===== src/rtl/sbt_pkg.sv =====
// shared types and constants of the sine burst tone generator
// state encoding, controller/datapath command and status structs, reset values
package sbt_pkg;

    // default sine table depth
    localparam int SBT_SINE_ENTRIES = 1024;

    // configuration register indexes
    localparam logic [1:0] CFG_BASE_INCREMENT = 2'd0;
    localparam logic [1:0] CFG_BURST_LOG2     = 2'd1;
    localparam logic [1:0] CFG_AMPLITUDE      = 2'd2;

    // configuration reset values
    localparam logic [31:0] BASE_INCREMENT_RST = 32'd24801889;
    localparam logic [2:0]  BURST_LOG2_RST     = 3'd3;
    localparam logic [22:0] AMPLITUDE_RST      = 23'd4194304;

    localparam real HALF_PI = 1.5707963267948966;

    typedef enum logic [2:0] {
        ST_IDLE,
        ST_PITCH,
        ST_LATCH,
        ST_ADDR,
        ST_ROM,
        ST_MUL,
        ST_EMIT
    } sbt_state_t;

    typedef struct packed {
        logic load_in;
        logic pitch_mul;
        logic pitch_latch;
        logic addr;
        logic rom;
        logic mul;
        logic emit;
    } sbt_cmd_t;

    typedef struct packed {
        logic start_pending;
        logic out_free;
    } sbt_status_t;

endpackage


===== src/rtl/sbt_ctrl.sv =====
// controller state machine of the sine burst tone generator
// depends on sbt_pkg; drives the datapath through sbt_cmd_t
module sbt_ctrl
    import sbt_pkg::*;
(
    input  logic        clk,
    input  logic        rst_n,
    input  logic        s_tvalid,
    output logic        s_tready,
    input  sbt_status_t status,
    output sbt_cmd_t    cmd
);

    sbt_state_t state_reg;
    sbt_state_t state_next;

    always_ff @(posedge clk or negedge rst_n)
    begin
        if (!rst_n)
        begin
            state_reg <= ST_IDLE;
        end
        else
        begin
            state_reg <= state_next;
        end
    end

    always_comb
    begin
        state_next = state_reg;
        cmd        = '0;
        s_tready   = 1'b0;
        unique case (state_reg)
            ST_IDLE:
            begin
                s_tready = 1'b1;
                if (s_tvalid)
                begin
                    cmd.load_in = 1'b1;
                    state_next  = ST_PITCH;
                end
            end
            ST_PITCH:
            begin
                cmd.pitch_mul = 1'b1;
                state_next    = status.start_pending ? ST_LATCH : ST_ADDR;
            end
            ST_LATCH:
            begin
                cmd.pitch_latch = 1'b1;
                state_next      = ST_ADDR;
            end
            ST_ADDR:
            begin
                cmd.addr   = 1'b1;
                state_next = ST_ROM;
            end
            ST_ROM:
            begin
                cmd.rom    = 1'b1;
                state_next = ST_MUL;
            end
            ST_MUL:
            begin
                cmd.mul    = 1'b1;
                state_next = ST_EMIT;
            end
            ST_EMIT:
            begin
                // hold until the output register can take the result
                if (status.out_free)
                begin
                    cmd.emit   = 1'b1;
                    state_next = ST_IDLE;
                end
            end
            default:
            begin
                state_next = ST_IDLE;
            end
        endcase
    end

endmodule


===== config.mk =====
export PLATFORM = sky130hd
export DESIGN_NAME = sbt_ctrl
export DESIGN_NICKNAME = d
export VERILOG_FILES = /design/src/rtl/sbt_pkg.sv /design/src/rtl/sbt_ctrl.sv
export SDC_FILE = /design/constraint.sdc
export NUM_CORES = 1
export LEC_CHECK = 0
export BUFFER_PORTS_ARGS = -buffer_cell sky130_fd_sc_hd__buf_2
export CAP_MARGIN = 20
export CORE_AREA = 2 2 39 41
export DETAILED_ROUTE_END_ITERATION = 12
export DIE_AREA = 0 0 41 43
export GPL_ROUTABILITY_DRIVEN = 0
export PLACE_DENSITY_LB_ADDON = 0.3
export SLEW_MARGIN = 10
export SYNTH_ARGS = -nofsm -noshare
export SYNTH_HDL_FRONTEND = slang
export SYNTH_SLANG_ARGS = --single-unit

===== constraint.sdc =====
create_clock -name clk -period 1.4 [get_ports clk]
set_input_delay 0.14 -clock clk [delete_from_list [all_inputs] [get_ports clk]]
set_output_delay 0.14 -clock clk [all_outputs]
set_load 0.02 [all_outputs]

# [Word level (Yosys, flattened, before mapping)]
# Cells that the tools add are included.
[totals] register_bits=3 out_inout_bits=8
[op_classes] n_eq_ne=8 n_mux=14 reduce_logical=2
[ops] operator="one-hot mux 3 bit (7 select lines)" count=1
[ops] operator="two-way mux 1 bit" count=11
[ops] operator="== test 3 bit (second input constant)" count=3
[ops] operator="== test 3 x 2 -> 1 bit (second input constant)" count=2
[ops] operator="two-way mux 3 bit" count=2
[ops] operator="inequality test 2 bit (second input constant)" count=2
[ops] operator="== test 3 x 1 -> 1 bit (second input constant)" count=1
[ops] operator="zero test 3 bit" count=1
[ops] operator="AND reduction 2 bit" count=1

# [Depth between registers and ports, before layout]
[logic_depth] depth_word=3 mapped_depth=4

# [Worst setup path before layout]
# Ideal clock, no wire load.
[synth_timing] path_kind="register -> output" from="register state_reg[2]" to="output cmd[6] (netlist bit)" arrival_ns=1.317 setup_slack_ns=-0.057 path_stages_with_launch=4 n_path_buf=1 path_cell_list="dfrtp_1 > clkbuf_2 > nor3_1 > and2_1"
[synth_rtl] item="start, declared" line_no="sbt_ctrl.sv:14" source="sbt_state_t state_reg;"
[synth_rtl] item="start signal, assigned" line_no="sbt_ctrl.sv:25" source="state_reg <= state_next;"
[synth_rtl] item="end, declared" line_no="sbt_ctrl.sv:11" source="output sbt_cmd_t cmd"

==> impl_metrics.csv <==
group,metric,value,unit
drt,num_vias,222,
clock_tree,clkLatencyLatePin,0.24,ns
floorplan,die_x,41,um
place,dp_slack,0.1509,ns
timing,max_freq,0.7345,GHz
drt,drc_errors,0,
worst_setup_path,endpoint_kind,"output port",
power,worst_ir_drop_vdd,0.0008908,V
power,p_seq_share,21.8,%
floorplan,start_util,13.74,%
timing,maxSlewViolCount,0,
logic_synthesis,synth_common_cells,"nor3_1, dfrtp_1, nor2_1, and2_1, o21ai_0",
timing,whs,0.2366,ns
logic_synthesis,synth.most_common_cell,"nor3_1",
grt,grt_pass1_vias,215,
logic_synthesis,netlist_instances,23,
worst_setup_path,critPathKind,"reg2out",
floorplan,rows,14,
drt,ant_nets,0,
grt,grt_first_pass_wirelength,876,um
grt,antenna_found_initial,0,
place,dp.final_hpwl,388.1,um
logic_synthesis,ys_async_sr_fraction,100.0,%
logic_synthesis,yosysSeqAreaShare,39.47,%
timing,fin_crit,1.361,ns
grt,grtUsageTotal,8.350,%
finish,syn_to_final_growth,85.53,%
worst_setup_path,worst-path-max-fanout,3,
power,leakagePower,0.1859,nW
logic_synthesis,avgSynthCellArea,8.269,sq um
finish,largest_reg_flops,3,
logic_synthesis,synthFlopType,"dfrtp_1",
place,dpl_cell_area,277.8,sq um
logic_synthesis,synthesis.nets,28,
power,power.switching,382.8,uW
min_path,hold_class,"in2async",
power,pwr-share-comb,60.2,%
power,power.density,2476,nW/um^2
timing,worst_pin_slew,0.1953,ns
drt,drt_iter0_drc,2,
logic_synthesis,synth_top_area_share,39.47,%
power,p_int,491.0,uW
worst_setup_path,crit_required,1.26,ns
clock_tree,clock-root-buffer,"clkbuf_4",
timing,fin_crit_sh,97.25,%
power,clock_power_share,18.0,%
logic_synthesis,yosysTopAreaCell,"dfrtp_1",
finish,stdcell_area,352.8,sq um
clock_tree,ctsHtreeMaxLevel,1,
floorplan,core,1384,sq um
floorplan,ioPinCount,13,
worst_setup_path,cp.arrival,1.22,ns
place,port_buffers,12,
clock_tree,clock-sinks,3,
clock_tree,cts_tree,"done",
logic_synthesis,synth_edf_count,0,
timing,rsz0062_at_grt,"true",
timing,max_slew_margin,86.88,%
power,swShare,43.81,%
clock_tree,cts.clk_slew.worst_paths,0.04,ns
finish,final_util,25.50,%
logic_synthesis,synth_seq_cells,3,
drt,wl,529,um
floorplan,dieHeight,43,um
drt,routedWlPerCell,9.281,um
finish,drive_gt1_share,58.54,%
run_status,status,"finished, final reports clean",
floorplan,dieArea,1763,sq um
finish,final_nets,47,
logic_synthesis,yosys_warnings,0,
clock_tree,cts_inserted_buffers,3,
job,drv_cap,0,
drt,firstDrtPassIters,2,
logic_synthesis,synthTopCellsByArea,"dfrtp_1, nor3_1, and2_1",
timing,hold_viol,0,
timing,fin_ws,0.03851,ns
grt,grt_start_max_net_pins,9,
clock_tree,clk_path_buf_depth,2,
worst_setup_path,cp-start-kind,"flip-flop",
timing,fin_skew,0.004379,ns
grt,gr-total-overflow,0,
logic_synthesis,post_synth_instance_area,190.2,sq um
drt,vias_per_cell,3.895,
timing,finalSetupViolCount,0,
finish,antennaDiodeCount,0,
logic_synthesis,netlist-cell-type-count,14,
-- power by group through the flow --
| stage | registers [mW] | logic (mW) | clock network [mW] |
|---|---|---|---|
| after detailed placement | 0.193 | 0.422 | 0 |
| after global routing | 0.201 | 0.576 | 0.180 |
| after floorplan | 0.171 | 0.312 | 0 |
| after CTS | 0.179 | 0.476 | 0.165 |
| after global placement | 0.195 | 0.428 | 0 |
| final | 0.191 | 0.526 | 0.157 |
-- critical path, cell delays in order (launching register included) --
cell and delay [ns]:
dfrtp_1 0.39, or2b_4 0.27, and2b_2 0.22, buf_6 0.11
-- per-layer routing --
layer | vias to the layer above | wire length, um | track usage, %
met1 | 93 | 237 | 9.709
met4 | 0 | 0 | 4.000
met2 | 16 | 194 | 8.750
li1 | 113 | - | -
met5 | - | 0 | 0
met3 | 0 | 97 | 9.948
-- cell families (layout without fill, tap and decap cells) --
| family | after synthesis | count (layout) | share of synthesized area (%) |
|---|---|---|---|
| and+or+nand+nor | 15 | 15 | 46.72 |
| AOI/OAI and AO/OA | 3 | 3 | 9.212 |
| DFF | 3 | 3 | 39.47 |
| buffers and inverters | 2 | 20 | 4.601 |
-- timing repair --
action | 4_1_cts | 5_1_grt
gates resized for setup | 2 | 8
endpoints found under the hold margin | 3 | 0
hold buffers | 1 | 0
buffers inserted | 1 | 0
pin swaps | 0 | 2
endpoints found under the setup margin | 2 | 4
-- cells in the final DEF (no fill, tap or decap), types with 2 or more instances in the layout --
cell type  n
buf_2      9
buf_4      2
buf_6      3
clkbuf_4   3
dfrtp_1    2
nor2_1     3
nor3_1     3
o21ai_0    2
-- through the flow --
stage	setup TNS (ns)	total power [mW]	cells
5_1_grt	-0.03264	0.9574	57
2_1_floorplan	0	0.4824	23
4_1_cts	0	0.8193	57
3_3_place_gp	0	0.6235	51
6_report	0	0.8737	57
3_5_place_dp	0	0.6157	51
-- layout make-up --
cell class | instances | area [sq um]
repair buffers | 15 | 103.9
well taps | 16 | 20.02
fillers | 164 | 1031
flip-flops and latches | 3 | 76.32
multi-input cells | 18 | 122.6
inverters | 1 | 3.754
clock buffers | 4 | 26.28
-- final timing paths --
check / start / endpoint / slack, ns / cells after the start
setup / recovery: state_reg[0] / cmd[0] / 0.04 / 3
hold / removal: rst_n / state_reg[2] / 0.24 / 2
setup reg to reg: state_reg[0] / state_reg[0] / 0.26 / 3
hold reg to reg: state_reg[2] / state_reg[2] / 0.61 / 1
max in group asynchronous: rst_n / state_reg[2] / 1.05 / 2
min in group clk: status[0] / state_reg[1] / 0.24 / 3
(Power assumes the default switching activity.)
